[config.mk]
export PLATFORM = sky130hd
export DESIGN_NAME = lifo_stack_with_peek_core
export DESIGN_NICKNAME = d
export VERILOG_FILES = /design/src/design/lswp_pkg.sv /design/src/design/lifo_stack_with_peek_core.sv /design/src/design/lswp_mem.sv /design/src/design/lswp_ctrl.sv /design/src/design/lswp_out.sv
export VERILOG_INCLUDE_DIRS = /design/src /design/src/design
export SDC_FILE = /design/constraint.sdc
export NUM_CORES = 1
export LEC_CHECK = 0
export CELL_PAD_IN_SITES_DETAIL_PLACEMENT = 1
export CELL_PAD_IN_SITES_GLOBAL_PLACEMENT = 2
export CORE_MARGIN = 2
export CORE_UTILIZATION = 51
export DETAILED_ROUTE_END_ITERATION = 10
export DONT_BUFFER_PORTS = 1
export PLACE_DENSITY = 0.84
export SYNTH_ARGS = -nofsm -noshare
export SYNTH_HDL_FRONTEND = slang
export SYNTH_SLANG_ARGS = --single-unit
[constraint.sdc]
create_clock -name clk -period 11.9 [get_ports clk]
set_input_delay 0.595 -clock clk [delete_from_list [all_inputs] [get_ports clk]]
set_output_delay 0.595 -clock clk [all_outputs]
set_load 0.1 [all_outputs]
[src/design/assert_macros.svh]
// assertion macros used by the stack rtl
`ifndef ASSERT_MACROS_SVH
`define ASSERT_MACROS_SVH

// property must hold at every clock edge outside reset
`define LSWP_ASSERT(label, prop, msg) \
	label: assert property (@(posedge clk) disable iff (!arst_n) (prop)) \
	else $error(msg);

// condition must never be seen at a clock edge outside reset
`define LSWP_ASSERT_NEVER(label, cond, msg) \
	label: assert property (@(posedge clk) disable iff (!arst_n) !(cond)) \
	else $error(msg);

`endif

[src/design/lswp_pkg.sv]
// types and constants of the lifo stack with peek
`default_nettype none

package lswp_pkg;

	// requested operation
	typedef enum logic [1:0] {
		MODE_PUSH = 2'd0,
		MODE_POP  = 2'd1,
		MODE_PEEK = 2'd2,
		MODE_NOP  = 2'd3
	} mode_e_t;

	// result status
	typedef enum logic [1:0] {
		ST_OK        = 2'd0,
		ST_OVERFLOW  = 2'd1,
		ST_UNDERFLOW = 2'd2,
		ST_BADPOS    = 2'd3
	} status_t;

	localparam int WORD_W  = 32;
	localparam int COUNT_W = 5;
	localparam int POS_W   = 5;

	localparam logic [WORD_W-1:0] ERR_WORD = '1;

	// result info that travels from the access stage to the output register
	typedef struct packed {
		logic                use_mem;
		status_t             status;
		logic [COUNT_W-1:0]  count;
		logic                empty;
		logic                full;
	} res_info_t;

endpackage

`default_nettype wire

[src/design/lifo_stack_with_peek_core.sv]
// top level of the lifo stack with peek
`default_nettype none

// Stack of DEPTH signed 32-bit words kept in one synchronous memory. Each
// request (push, pop, peek by 1-based position from the top) passes the
// access stage, where the fill count is updated and the memory is written
// or read, and its result then leaves through an output register, so one
// request is taken per clock while in_stall is low. The count advances at
// the transfer itself and each request reads only entries written by
// earlier requests, so back-to-back requests need no forwarding.
// A pop of an empty stack and a peek of a bad position return -1, while
// push and nop return 0; every result carries the count (low five bits)
// and the empty and full flags.
// A stalled output holds its result while one more request waits in the
// access stage; input stall rises only when both are occupied.

module lifo_stack_with_peek_core #(
	parameter int DEPTH = 16
) (
	input  wire logic                         clk,
	input  wire logic                         arst_n,
	input  wire logic                         in_valid,
	output logic                              in_stall,
	input  wire logic [1:0]                   mode,
	input  wire logic signed [31:0]           push_value,
	input  wire logic [4:0]                   peek_position,
	output logic                              out_valid,
	input  wire logic                         out_stall,
	output logic signed [31:0]                read_value,
	output logic      [1:0]                   status,
	output logic      [4:0]                   entry_count,
	output logic                              is_empty,
	output logic                              is_full
);

	localparam int AW = (DEPTH > 1) ? $clog2(DEPTH) : 1;
	localparam int CW = $clog2(DEPTH + 1);

	logic                        s1_valid;
	logic                        s1_adv;
	lswp_pkg::res_info_t         info_s1;
	logic                        mem_we;
	logic [AW-1:0]               mem_waddr;
	logic [lswp_pkg::WORD_W-1:0] mem_wdata;
	logic                        mem_re;
	logic [AW-1:0]               mem_raddr;
	logic [lswp_pkg::WORD_W-1:0] mem_rdata;
	logic [lswp_pkg::WORD_W-1:0] value_w;

	lswp_ctrl #(
		.DEPTH(DEPTH),
		.AW   (AW),
		.CW   (CW)
	) u_ctrl (
		.clk          (clk),
		.arst_n       (arst_n),
		.in_valid     (in_valid),
		.in_stall     (in_stall),
		.mode         (mode),
		.push_value   (push_value),
		.peek_position(peek_position),
		.s1_adv       (s1_adv),
		.s1_valid_q   (s1_valid),
		.info_s1      (info_s1),
		.mem_we       (mem_we),
		.mem_waddr    (mem_waddr),
		.mem_wdata    (mem_wdata),
		.mem_re       (mem_re),
		.mem_raddr    (mem_raddr)
	);

	lswp_mem #(
		.DEPTH(DEPTH),
		.AW   (AW)
	) u_mem (
		.clk  (clk),
		.we   (mem_we),
		.waddr(mem_waddr),
		.wdata(mem_wdata),
		.re   (mem_re),
		.raddr(mem_raddr),
		.rdata(mem_rdata)
	);

	lswp_out u_out (
		.clk        (clk),
		.arst_n     (arst_n),
		.s1_valid   (s1_valid),
		.info_s1    (info_s1),
		.rdata      (mem_rdata),
		.s1_adv     (s1_adv),
		.out_valid  (out_valid),
		.out_stall  (out_stall),
		.read_value (value_w),
		.status     (status),
		.entry_count(entry_count),
		.is_empty   (is_empty),
		.is_full    (is_full)
	);

	assign read_value = signed'(value_w);

endmodule

`default_nettype wire

[src/design/lswp_mem.sv]
// stack storage: one write port, one registered read port
`default_nettype none

module lswp_mem #(
	parameter int DEPTH = 16,
	parameter int AW    = 4
) (
	input  wire logic                        clk,
	input  wire logic                        we,
	input  wire logic [AW-1:0]               waddr,
	input  wire logic [lswp_pkg::WORD_W-1:0] wdata,
	input  wire logic                        re,
	input  wire logic [AW-1:0]               raddr,
	output logic      [lswp_pkg::WORD_W-1:0] rdata
);

	logic [lswp_pkg::WORD_W-1:0] mem_q [DEPTH];

	// write port
	always_ff @(posedge clk) begin
		if (we) begin
			mem_q[waddr] <= wdata;
		end
	end

	// read port, data held until the next read
	always_ff @(posedge clk) begin
		if (re) begin
			rdata <= mem_q[raddr];
		end
	end

endmodule

`default_nettype wire

[src/design/lswp_ctrl.sv]
// request decode, fill count and memory access stage
`default_nettype none

`include "assert_macros.svh"

module lswp_ctrl #(
	parameter int DEPTH = 16,
	parameter int AW    = 4,
	parameter int CW    = 5
) (
	input  wire logic                         clk,
	input  wire logic                         arst_n,
	input  wire logic                         in_valid,
	output logic                              in_stall,
	input  wire logic [1:0]                   mode,
	input  wire logic [lswp_pkg::WORD_W-1:0]  push_value,
	input  wire logic [lswp_pkg::POS_W-1:0]   peek_position,
	input  wire logic                         s1_adv,
	output logic                              s1_valid_q,
	output lswp_pkg::res_info_t               info_s1,
	output logic                              mem_we,
	output logic      [AW-1:0]                mem_waddr,
	output logic      [lswp_pkg::WORD_W-1:0]  mem_wdata,
	output logic                              mem_re,
	output logic      [AW-1:0]                mem_raddr
);

	localparam int PW = (CW > lswp_pkg::POS_W) ? CW : lswp_pkg::POS_W;

	lswp_pkg::mode_e_t   mode_w;
	lswp_pkg::res_info_t info_w;
	logic [CW-1:0]       count_q;
	logic [CW-1:0]       count_nxt;
	logic [PW-1:0]       cnt_ext;
	logic [PW-1:0]       pos_ext;
	logic                in_fire;
	logic                full_w;
	logic                empty_w;

	assign mode_w   = lswp_pkg::mode_e_t'(mode);
	assign in_stall = s1_valid_q & ~s1_adv;
	assign in_fire  = in_valid & ~in_stall;
	assign full_w   = (count_q == CW'(DEPTH));
	assign empty_w  = (count_q == '0);
	assign cnt_ext  = PW'(count_q);
	assign pos_ext  = PW'(peek_position);
	assign mem_wdata = push_value;

	// decode the request against the current count
	always_comb begin
		count_nxt      = count_q;
		mem_we         = 1'b0;
		mem_re         = 1'b0;
		mem_waddr      = AW'(count_q);
		mem_raddr      = AW'(count_q - CW'(1));
		info_w.use_mem = 1'b0;
		info_w.status  = lswp_pkg::ST_OK;
		unique case (mode_w)
			lswp_pkg::MODE_PUSH: begin
				if (full_w) begin
					info_w.status = lswp_pkg::ST_OVERFLOW;
				end else begin
					mem_we    = in_fire;
					count_nxt = count_q + CW'(1);
				end
			end
			lswp_pkg::MODE_POP: begin
				if (empty_w) begin
					info_w.status = lswp_pkg::ST_UNDERFLOW;
				end else begin
					mem_re         = in_fire;
					info_w.use_mem = 1'b1;
					count_nxt      = count_q - CW'(1);
				end
			end
			lswp_pkg::MODE_PEEK: begin
				if (pos_ext == '0 || pos_ext > cnt_ext) begin
					info_w.status = lswp_pkg::ST_BADPOS;
				end else begin
					mem_re         = in_fire;
					mem_raddr      = AW'(cnt_ext - pos_ext);
					info_w.use_mem = 1'b1;
				end
			end
			lswp_pkg::MODE_NOP: begin
				info_w.status = lswp_pkg::ST_OK;
			end
			default: begin
				info_w.status = lswp_pkg::ST_OK;
			end
		endcase
		info_w.count = lswp_pkg::COUNT_W'(count_nxt);
		info_w.empty = (count_nxt == '0);
		info_w.full  = (count_nxt == CW'(DEPTH));
	end

	// fill count
	always_ff @(posedge clk or negedge arst_n) begin
		if (!arst_n) begin
			count_q <= '0;
		end else if (in_fire) begin
			count_q <= count_nxt;
		end
	end

	// access stage valid
	always_ff @(posedge clk or negedge arst_n) begin
		if (!arst_n) begin
			s1_valid_q <= 1'b0;
		end else begin
			s1_valid_q <= in_fire | (s1_valid_q & ~s1_adv);
		end
	end

	// access stage info
	always_ff @(posedge clk) begin
		if (in_fire) begin
			info_s1 <= info_w;
		end
	end

	`LSWP_ASSERT(a_count_bound, count_q <= CW'(DEPTH), "fill count above depth")
	`LSWP_ASSERT(a_push_inc,
		in_fire && mode_w == lswp_pkg::MODE_PUSH && !full_w |=> count_q == $past(count_q) + CW'(1),
		"push did not grow the count")
	`LSWP_ASSERT(a_pop_dec,
		in_fire && mode_w == lswp_pkg::MODE_POP && !empty_w |=> count_q == $past(count_q) - CW'(1),
		"pop did not shrink the count")
	`LSWP_ASSERT_NEVER(a_rw_excl, mem_we && mem_re, "memory written and read by one request")

endmodule

`default_nettype wire

[src/design/lswp_out.sv]
// output register: forms the read value and holds the result until transfer
`default_nettype none

module lswp_out (
	input  wire logic                         clk,
	input  wire logic                         arst_n,
	input  wire logic                         s1_valid,
	input  wire lswp_pkg::res_info_t          info_s1,
	input  wire logic [lswp_pkg::WORD_W-1:0]  rdata,
	output logic                              s1_adv,
	output logic                              out_valid,
	input  wire logic                         out_stall,
	output logic      [lswp_pkg::WORD_W-1:0]  read_value,
	output logic      [1:0]                   status,
	output logic      [lswp_pkg::COUNT_W-1:0] entry_count,
	output logic                              is_empty,
	output logic                              is_full
);

	logic                        load;
	logic [lswp_pkg::WORD_W-1:0] value_w;
	logic [lswp_pkg::WORD_W-1:0] value_q;
	lswp_pkg::res_info_t         info_q;

	assign s1_adv = ~out_valid | ~out_stall;
	assign load   = s1_valid & s1_adv;

	// memory word, error word or zero
	always_comb begin
		if (info_s1.use_mem) begin
			value_w = rdata;
		end else if (info_s1.status == lswp_pkg::ST_UNDERFLOW ||
				info_s1.status == lswp_pkg::ST_BADPOS) begin
			value_w = lswp_pkg::ERR_WORD;
		end else begin
			value_w = '0;
		end
	end

	// result valid
	always_ff @(posedge clk or negedge arst_n) begin
		if (!arst_n) begin
			out_valid <= 1'b0;
		end else if (load) begin
			out_valid <= 1'b1;
		end else if (!out_stall) begin
			out_valid <= 1'b0;
		end
	end

	// result payload
	always_ff @(posedge clk) begin
		if (load) begin
			value_q <= value_w;
			info_q  <= info_s1;
		end
	end

	assign read_value  = value_q;
	assign status      = info_q.status;
	assign entry_count = info_q.count;
	assign is_empty    = info_q.empty;
	assign is_full     = info_q.full;

endmodule

`default_nettype wire
Yosys cells after proc, flatten, opt, wreduce, memory -nomap -nowiden --
Memories as Yosys holds them, arrays and structs flattened. A register that Yosys moved wholly into a read port is not among the register bits. Index checks and enable logic that the tools add are counted.
Storage, ports and cells: register bits 58, memory bits (writable) 512, logic and storage cells 64, memories 1
Operators by class: $add $sub $neg 3, $lt $le $gt $ge 1, eq/ne operators 8, mux-type cells 23, bitwise gates (word level) 9, reductions and logical operators 6
Memory list:
- u_mem.mem_q | depth 16, width 32, read ports 1, clocked after Yosys merged registers in 1, wr ports 1, line lswp_mem.sv:17 | logic [lswp_pkg::WORD_W-1:0] mem_q [DEPTH];
Operators with widths (number):
- 2-to-1 mux 32 bit | 2
- logical NOT 5 bit | 3
- 2-to-1 mux 1 bit | 11
- == test 5 bit (second input constant) | 2
- 2-to-1 mux 5 bit | 2
- case mux 5 bit (2 select lines) | 1
- == test 2 bit (second input constant) | 4
- 2-to-1 mux 4 bit | 2
- case mux 2 bit (4 select lines) | 1
- adder 5 x 1 -> 5 bit (second input constant) | 1
- greater-than comparator 5 bit | 1
- subtractor 5 x 1 -> 5 bit (second input constant) | 1
- 2-to-1 mux 2 bit | 2
- inverter 1 bit | 4
- case mux 1 bit (2 select lines) | 2
- subtractor 4 bit | 1
- AND 1 bit | 3
- == test 2 x 1 -> 1 bit (second input constant) | 1
- logical NOT 2 bit | 1
- logical OR 1 bit | 2
- inequality test 2 x 1 -> 1 bit (second input constant) | 1
- bitwise OR 1 bit | 2

Longest topological paths before layout --
Gate-level depths: netlist (run 1).
depth in word-level cells 10, gate-level depth with buffers 13, depth with buffers taken out 9

Hierarchy --
Synthesis (run 1) repeated with hierarchy kept, for this count alone.
Unflattened totals: cells, all modules 1087, area total of the unflattened synthesis 23593.9 um^2
Modules (own cells, without submodules):
- lswp_mem | instances 1, cells an instance 838, area an instance 20174.3 um^2, sequential area each 16335.7 um^2
- lswp_out | instances 1, cells an instance 84, area an instance 1834.3 um^2, sequential area each 1256.2 um^2
- lswp_ctrl | instances 1, cells an instance 165, area an instance 1585.3 um^2, sequential area each 450.4 um^2

Least setup slack after synthesis (run 1) --
No wires, ideal clock.
kind flip-flop to flip-flop, start point reg u_out.out_valid, end point reg u_out.info_q, in the netlist u_out.entry_count[0], enable pin, setup time 0.502 ns, arrival 3.905 ns, slack 7.493 ns, cell stages (with the launch flop) 2, clock period less this slack 4.407 ns, path through dfrtp_1 > a21boi_0
On the way: longest elaborated chain between the ends 3
Ends and longest elaborated chain:
- start, declared | line lswp_out.sv:11 | output logic out_valid,
- start signal, assigned | line lswp_out.sv:43 | out_valid <= 1'b0;
- start signal, assigned | line lswp_out.sv:45 | out_valid <= 1'b1;
- start signal, assigned | line lswp_out.sv:47 | out_valid <= 1'b0;
- inverter 1 bit | line lswp_out.sv:25 | assign s1_adv = ~out_valid | ~out_stall;
- bitwise OR 1 bit | line lswp_out.sv:25
- AND 1 bit | line lswp_out.sv:26 | assign load = s1_valid & s1_adv;
- named net u_out.load | line lswp_out.sv:20 | logic load;
- end signal, assigned | line lswp_out.sv:55 | info_q <= info_s1;
- end, declared | line lswp_out.sv:23 | lswp_pkg::res_info_t info_q;
The timed path passes the listed nets, and every way through them passes these cells. A chain may end at the register's enable or synchronous reset.

Worst setup path after layout (run 1) --
start point reg u_ctrl.count_q[3], in the netlist u_ctrl.cnt_ext[3], end point reg u_mem.rdata[12] (netlist name) (read register of u_mem.mem_q) (data pin)
On the way: longest elaborated chain between the ends 4
Ends and longest elaborated chain:
- start, declared | line lswp_ctrl.sv:32 | logic [CW-1:0] count_q;
- start signal, assigned | line lswp_ctrl.sv:102 | count_q <= count_nxt;
- greater-than comparator 5 bit | line lswp_ctrl.sv:77 | if (pos_ext == '0 || pos_ext > cnt_ext) begin
- logical OR 1 bit | line lswp_ctrl.sv:77
- 2-to-1 mux 1 bit or 2-to-1 mux 4 bit (tied branches) | line lswp_ctrl.sv:77
- case mux 1 bit (2 select lines) or 2-to-1 mux 4 bit (tied branches) | line lswp_ctrl.sv:58 | unique case (mode_w)
- end, declared | line lswp_mem.sv:14 | output logic [lswp_pkg::WORD_W-1:0] rdata
Parallel ways exist; a longest one is shown, timed or not.

==> run_results.csv, run 1 <==
group,metric,value,unit
cts,cts_root_buffer,"clkbuf_16",
worst_setup_path,worst_setup_path_start_kind,"flop",
worst_setup_path,cp_common_cell,"buf_4",
sta,period_needed,5510,ps
sta,final.setup.tns,0,ps
yosys,syn_inst,1613,
cts,path_clk_slew,60,ps
cts,numCtsBuffers,60,
yosys,ys_types,44,
drt,drc,0,
worst_setup_path,cp_max_fo,61,
die,die_h,224,µm
global_route,antenna_found_initial,0,
yosys,yosysSeqAreaShare,73.1,%
worst_setup_path,crit_path_max_incr_delay,960,ps
pwr,p_leak,0.00942,µW
pwr,peakVddDrop,0.205,mV
global_route,grt_max_degree,101,
global_route,grt_use_total,26.2,%
layout,nFillCells,4334,
worst_setup_path,r2r_cells,12,
yosys,synth.avg_cell_area,15.3,µm²
die,die-area,50200,µm²
job,maxCapViolations,0,
die,die_w,224,µm
drt,dr_total_vias,14200,
worst_setup_path,setup.worst_path.class,"flop to flop",
sta,fin_worst_skew,21.2,ps
global_route,grt_overflow,0,
sta,timing.final.crit_share,46.3,%
status,status,"completed",
placed_design,hpwl,33200,µm
pwr,power_density,252,nW/µm²
die,start_util,51.7,%
yosys,synth-edff-count,595,
layout,drive_gt1_share,9.60,%
drt,ant_nets,0,
yosys,synthesis.nets,1673,
drt,viasPerCell,6.32,
worst_setup_path,r2r-start,"u_ctrl.cnt_ext[3]$_DFFE_PN0P_",
worst_setup_path,cp_data_arrival_time,5850,ps
yosys,ys_ff_latch,602,
sta,tightest_slew,1140,ps
placed_design,dp_slack,6450,ps
sta,setup_slack,6390,ps
sta,drv_slew,0,
cts,clkSinkCount,602,
worst_setup_path,end_kind,"flop",
cts,clk_latency,630,ps
worst_setup_path,rr_endpoint,"u_mem.rdata[12]$_DFFE_PP_",
cts,ctsResizeCount,0,
die,rows,80,
worst_setup_path,crit_slowest_cell,"buf_4",
layout,final_nets,1649,
cts,cts_htree_levels,2,
sta,max_freq,0.181,GHz
hold_path,hp-class,"input port to flop",
die,io_pins,86,
sta,hold_viol_final,0,
layout,finalInstanceArea,27300,µm²
drt,drt_iter0_markers,1397,
placed_design,io_buffers,0,
sta,rsz0062_at_grt,"false",
cts,cts_setup_buffers,0,
sta,finalSetupViolCount,0,
cts,ctsHoldBuffers,1,
placed_design,placed_area,25400,µm²
worst_setup_path,cp.required,12230,ps
yosys,async_reset_ff_share,1.16,%
drt,routed_wl,64700,µm
drt,wl_per_cell,28.7,µm
yosys,ys_warn_count,0,
cts,clockBufferDepth,3,
global_route,first_global_vias,15000,
sta,relSlewSlack,23.9,%
die,core_area,47700,µm²
worst_setup_path,cp-endpoint,"u_mem.rdata[12]$_DFFE_PP_",
layout,multi_input_area,5750,µm²
worst_setup_path,r2r_setup_slack,6390,ps
layout,seq_area,18000,µm²
yosys,syn_area,24700,µm²
worst_setup_path,cp_cell_sequence,"inv_1 -> ha_1 -> nand2_1 -> o21ai_0 -> a2111oi_4 -> buf_4 -> a21oi_4 -> buf_4 -> buf_4 -> mux2i_1 -> a211oi_1 -> or4_1",
sta,worst_hold_slack,51.4,ps
drt,dr.pass1.iters,5,
global_route,grt_pass1_wl,97100,µm
placed_design,gp_congestion,0.740,
layout,area_delta_synth_final,10.5,%
yosys,synth_top_flop_cell,"edfxtp_1",
worst_setup_path,startpoint,"u_ctrl.cnt_ext[3]$_DFFE_PN0P_",
cts,cts_tree,"built",
through the flow:
step | power, µW | util (%) | cells
6_report | 6860 | 57.1 | 2252
3_3_place_gp | 4970 | 53.2 | 2141
2_1_floorplan | 4360 | - | 1613
4_1_cts | 6890 | 57.1 | 2251
3_5_place_dp | 5060 | 53.2 | 2141
5_1_grt | 7140 | 57.1 | 2251
cell type report:
class	count	area share [%]
sequential	602	66.2
antenna	1	0.00918
clock buffer	73	5.84
inverter	148	2.04
clock inverter	36	1.04
multi-input combinational	741	21.1
timing repair buffer	36	1.00
tap	615	2.82
cell usage in the layout, fill, tap and decap left out, drive strengths merged, types with 11 or more instances in the layout:
cell type / synthesis / routed
o21ai: 18 / 18
clkinv: 0 / 27
a211oi: 386 / 386
inv: 148 / 150
clkbuf: 62 / 73
edfxtp: 595 / 595
mux2i: 129 / 129
or4: 33 / 33
ha: 16 / 16
nor2: 14 / 14
a21oi: 11 / 11
buf: 60 / 35
nand2: 81 / 81
cell usage after synthesis (3+ instances only):
cell type	n	area share (%)
a211oi_1	386	12
a21boi_0	3	0.091
a21oi_1	11	0.22
buf_1	7	0.11
buf_2	48	0.97
buf_4	3	0.091
clkbuf_1	62	0.94
dfrtp_1	7	0.71
edfxtp_1	595	72
ha_1	16	0.81
inv_1	148	2.3
mux2_2	3	0.14
mux2i_1	129	5.2
nand2_1	81	1.2
nand3_1	10	0.20
nor2_1	14	0.21
nor3_1	9	0.18
o21ai_0	15	0.30
or4_1	33	1.0
xnor2_1	3	0.11
power by group:
group	internal [µW]	leakage, µW	switching (µW)
Sequential	2500	0.00548	188
Combinational	771	0.00302	1570
Clock	1030	0.000922	794
Total	4300	0.00942	2550
how the worst min path moves through the flow:
stage	start	endpoint	slack, ps	depth (start not counted)
finish	push_value[21]	u_mem.mem_q[8][21]$_DFFE_PP_	50	0
global route	push_value[21]	u_mem.mem_q[10][21]$_DFFE_PP_	30	0
CTS	push_value[21]	u_mem.mem_q[8][21]$_DFFE_PP_	30	0
detailed placement	arst_n	u_ctrl.s1_valid_q$_DFF_PN0_	300	0
global placement	arst_n	u_out.out_valid$_DFFE_PN0P_	300	0
floorplan	arst_n	u_ctrl.cnt_ext[0]$_DFFE_PN0P_	300	0
worst max-delay path: cells and delay by family, from the launching register on:
| family | cells | cell delay, ps |
|---|---|---|
| AOI/OAI and AO/OA | 4 | 1050 |
| buffers and inverters | 4 | 2000 |
| and+or+nand+nor | 2 | 670 |
| muxes | 1 | 370 |
| adders and majority gates | 1 | 370 |
| DFF | 1 | 610 |
flip-flops by register name, summed over array words and instances (netlist names):
signal,cells
u_ctrl.cnt_ext,5
u_out.read_value,32
u_out.entry_count,5
u_mem.mem_q,512
u_out.out_valid,1
u_out.status,2
u_ctrl.info_s1,10
u_out.is_full,1
u_out.is_empty,1
u_mem.rdata,32
u_ctrl.s1_valid_q,1
cells by family (layout without fill, tap and decap cells):
| kind of cell | after synthesis | count (layout) | synth area share (%) |
|---|---|---|---|
| other cells | 0 | 1 | 0 |
| fa+ha+maj | 17 | 17 | 0.892 |
| mux | 132 | 132 | 5.37 |
| flops | 602 | 602 | 73.1 |
| simple gates | 159 | 159 | 3.16 |
| buf+inv | 270 | 293 | 4.46 |
| compound gates | 430 | 430 | 12.9 |
| xor+xnor | 3 | 3 | 0.106 |
per-layer routing:
| layer | global-route usage (%) | wire length (µm) | vias to the layer above | share of wire [%] |
|---|---|---|---|---|
| li1 | - | - | 6278 | - |
| met1 | 35.8 | 27600 | 7394 | 43 |
| met2 | 43.6 | 31800 | 443 | 49 |
| met3 | 3.87 | 3470 | 111 | 5.4 |
| met4 | 8.39 | 1800 | 0 | 2.8 |
| met5 | 0 | 0 | - | 0 |
Note: power is estimated with default switching activity, not from simulation.
==> run 2: changes to the inputs <==
--- a/config.mk
+++ b/config.mk
@@ -6,13 +6,14 @@
 export SDC_FILE = /design/constraint.sdc
 export NUM_CORES = 1
 export LEC_CHECK = 0
+export ABC_AREA = 1
 export CELL_PAD_IN_SITES_DETAIL_PLACEMENT = 1
 export CELL_PAD_IN_SITES_GLOBAL_PLACEMENT = 2
 export CORE_MARGIN = 2
-export CORE_UTILIZATION = 51
+export CORE_UTILIZATION = 39
 export DETAILED_ROUTE_END_ITERATION = 10
 export DONT_BUFFER_PORTS = 1
-export PLACE_DENSITY = 0.84
+export PLACE_DENSITY = 0.75
 export SYNTH_ARGS = -nofsm -noshare
 export SYNTH_HDL_FRONTEND = slang
 export SYNTH_SLANG_ARGS = --single-unit
==> constraint.sdc (replaced) <==
create_clock -name clk -period 4.7 [get_ports clk]
set_input_delay 0.235 -clock clk [delete_from_list [all_inputs] [get_ports clk]]
set_output_delay 0.235 -clock clk [all_outputs]
set_load 0.1 [all_outputs]
==> run 2 against run 1 <==
  * Setup slack got worse by 5200 ps
  * Clock skew about the same
  * Highest routed layer is now met5
  * Via count increased by 22%
  * Global-route usage decreased by 4.5 points
  * Core utilization decreased by 13 points
  * Die area increased by 38%
  * Design area increased by 9.1%
  * Clock power increased to 2.7 times the previous value
  * Combinational power increased to 2.8 times the previous value
  * Sequential power increased to 2.5 times the previous value
==> run_results.csv, run 2 <==
group,metric,value,unit
placed_design,hpwl,40000,µm
yosys,syn_area,26200,µm²
yosys,synth_top_flop_cell,"edfxtp_1",
worst_setup_path,cp_data_arrival_time,3860,ps
die,die_h,263,µm
worst_setup_path,cp_cell_sequence,"inv_1 -> ha_1 -> nand2_1 -> nor2_2 -> nand2_1 -> nand2_4 -> nand3_4 -> inv_2 -> nand2_1 -> o21ai_4 -> clkinv_1 -> buf_4 -> nand3_1 -> nand2_1",
sta,finalSetupViolCount,0,
sta,drv_slew,0,
yosys,synth.avg_cell_area,11.1,µm²
sta,rsz0062_at_grt,"false",
yosys,synth-xor-area-share,0.200,%
worst_setup_path,end_kind,"flop",
drt,ant_nets,0,
yosys,synth-compound-area-share,0.549,%
layout,area_delta_synth_final,13.5,%
global_route,grt_use_total,21.7,%
sta,hold_viol_final,0,
cts,cts_root_buffer,"clkbuf_16",
layout,largest_reg_flops,512,
cts,cts_tree,"built",
drt,dr.pass1.iters,5,
yosys,yosysTopAreaCell,"edfxtp_1",
global_route,first_global_vias,18400,
pwr,p_leak,0.0120,µW
placed_design,io_buffers,0,
status,status,"completed",
worst_setup_path,crit_path_max_incr_delay,700,ps
worst_setup_path,setup.worst_path.class,"flop to flop",
yosys,synthesis.nets,2430,
worst_setup_path,cp.required,5050,ps
worst_setup_path,r2r-start,"u_ctrl.cnt_ext[3]$_DFFE_PN0P_",
die,core_area,66800,µm²
yosys,ys_warn_count,0,
layout,multi_input_area,5980,µm²
layout,final_nets,2462,
die,die_w,263,µm
sta,max_freq,0.285,GHz
drt,viasPerCell,5.21,
yosys,ys_ff_latch,602,
die,die-area,69300,µm²
global_route,grt_pass1_wl,113000,µm
job,maxCapViolations,0,
cts,cts_setup_buffers,0,
cts,cts_htree_levels,3,
worst_setup_path,r2r_cells,14,
layout,layout_commonest_cell,"edfxtp_1",
yosys,synth_top_family_by_area,"simple AND/OR/NAND/NOR gates",
cts,path_clk_slew,60,ps
cts,ctsHoldBuffers,36,
worst_setup_path,cp_common_cell,"nand2_1",
global_route,grt_max_degree,92,
yosys,synth-simple-area-share,20.5,%
sta,final.setup.tns,0,ps
sta,tightest_slew,979,ps
placed_design,dp.cells,3169,
worst_setup_path,crit_slowest_cell,"clkinv_1",
cts,numCtsBuffers,68,
cts,clk_latency,610,ps
yosys,synth_top_cell_area_share,68.2,%
worst_setup_path,worst_setup_path_start_kind,"flop",
sta,timing.final.crit_share,74.7,%
layout,stdcell_count,3323,
sta,relSlewSlack,34.8,%
yosys,synthAdderAreaFrac,0.840,%
sta,period_needed,3510,ps
hold_path,hp-class,"input port to flop",
worst_setup_path,cp_max_fo,18,
worst_setup_path,rr_endpoint,"u_mem.rdata[31]$_DFFE_PP_",
hold_path,whs_path_depth,3,
die,rows,95,
pwr,peakVddDrop,0.660,mV
yosys,syn_inst,2370,
die,start_util,39.2,%
yosys,synth_area_leaders,"edfxtp_1 68%, nand3_1 9.9%, nand2_1 7.0%",
sta,fin_worst_skew,21.0,ps
die,io_pins,86,
global_route,grt_overflow,0,
layout,final_cell_mix,"595 x edfxtp_1, 518 x nand3_1, 484 x nand2_1, 447 x inv_1, 95 x nand3b_1",
drt,dr_total_vias,17300,
layout,seq_area,18000,µm²
cts,clockBufferDepth,3,
drt,wl_per_cell,22.4,µm
hold_path,hp-start,"mode[0]",
global_route,antenna_found_initial,3,
pwr,power_density,611,nW/µm²
cts,clkSinkCount,602,
placed_design,gp_congestion,0.810,
yosys,yosysSeqAreaShare,68.8,%
drt,drc,0,
yosys,synth-edff-count,595,
layout,regMostFlops,"u_mem.mem_q",
cts,ctsResizeCount,0,
yosys,async_reset_ff_share,1.16,%
layout,nFillCells,7174,
yosys,ys_types,35,
layout,drive_gt1_share,7.43,%
worst_setup_path,r2r_setup_slack,1190,ps
yosys,synthMuxAreaShare,0,%
drt,drt_iter0_markers,1034,
drt,routed_wl,74400,µm
yosys,yosysMostFrequentCell,"edfxtp_1",
yosys,netlist_top_cells_count,"595 x edfxtp_1, 518 x nand3_1, 487 x nand2_1",
hold_path,hold_path_end,"u_ctrl.info_s1[8]$_DFFE_PP_",
[run 2: cell count changes after synthesis, sizes merged, moves of 33 or more]
cell / before / now
a211oi: 386 / 0
clkbuf: 62 / 28
buf: 60 / 99
mux2i: 129 / 0
nand2: 81 / 491
inv: 148 / 450
or4: 33 / 0
nand3b: 0 / 95
nand3: 10 / 520
[run 2: power by group]
part / switching [µW] / total [µW] / internal [µW]
Combinational: 4570 / 6450 / 1880
Sequential: 445 / 6770 / 6330
Clock: 2120 / 4960 / 2840
[run 2: kinds of logic (layout without fill, tap and decap cells)]
logic type | Yosys count | after routing
buf+inv | 577 | 656
other cells | 0 | 1
compound gates | 25 | 25
fa+ha+maj | 17 | 17
simple gates | 1143 | 1143
flops | 602 | 602
xor+xnor | 6 | 6
[run 2: area by class of cell]
class | instances | area share, %
Multi-Input combinational cell | 1191 | 20.1
Sequential cell | 602 | 60.6
Clock inverter | 34 | 0.816
Tap cell | 873 | 3.67
Inverter | 450 | 5.68
Timing Repair Buffer | 89 | 3.05
Antenna cell | 1 | 0.00841
Clock buffer | 83 | 6.05
[run 2: routing by layer]
layer,global-route usage (%),share of wire [%],up-vias
li1,-,-,7950
met1,28.1,43,8853
met2,37.9,50,400
met3,2.90,4.7,113
met4,6.83,2.4,4
met5,0,0.024,-
[run 2: worst max path at each step]
stage               depth (start not counted)  slack (ps)                     endpoint                           from
finish                                     14        1190    u_mem.rdata[31]$_DFFE_PP_  u_ctrl.cnt_ext[3]$_DFFE_PN0P_
global route                               15         960    u_mem.rdata[31]$_DFFE_PP_  u_ctrl.cnt_ext[1]$_DFFE_PN0P_
CTS                                        14        1140    u_mem.rdata[31]$_DFFE_PP_  u_ctrl.cnt_ext[3]$_DFFE_PN0P_
detailed placement                         14        1140    u_mem.rdata[31]$_DFFE_PP_  u_ctrl.cnt_ext[3]$_DFFE_PN0P_
global placement                           15        1240    u_mem.rdata[22]$_DFFE_PP_  u_ctrl.cnt_ext[3]$_DFFE_PN0P_
floorplan                                   7         140  u_mem.mem_q[3][0]$_DFFE_PP_    u_out.out_valid$_DFFE_PN0P_
[run 2: critical path, delay by kind of cell, from the launching register on]
family / cells / cell delay [ps]
fa+ha+maj: 1 / 330
flops: 1 / 480
compound gates: 1 / 80
buf+inv: 4 / 1500
simple gates: 8 / 850
[run 2: stage by stage]
stage / utilization (%) / hold WS, ps / instance area, µm² / total power, µW / worst slack (ps)
finish: 44.5 / 220 / 29800 / 18200 / 1190
detailed placement: 40.9 / -60.4 / 27400 / 13300 / 1140
CTS: 44.5 / 180 / 29800 / 18400 / 1140
global placement: 40.9 / -60.4 / 27400 / 13200 / 1240
floorplan: - / -60.6 / 26200 / 11200 / 141
global route: 44.5 / 237 / 29800 / 19200 / 959
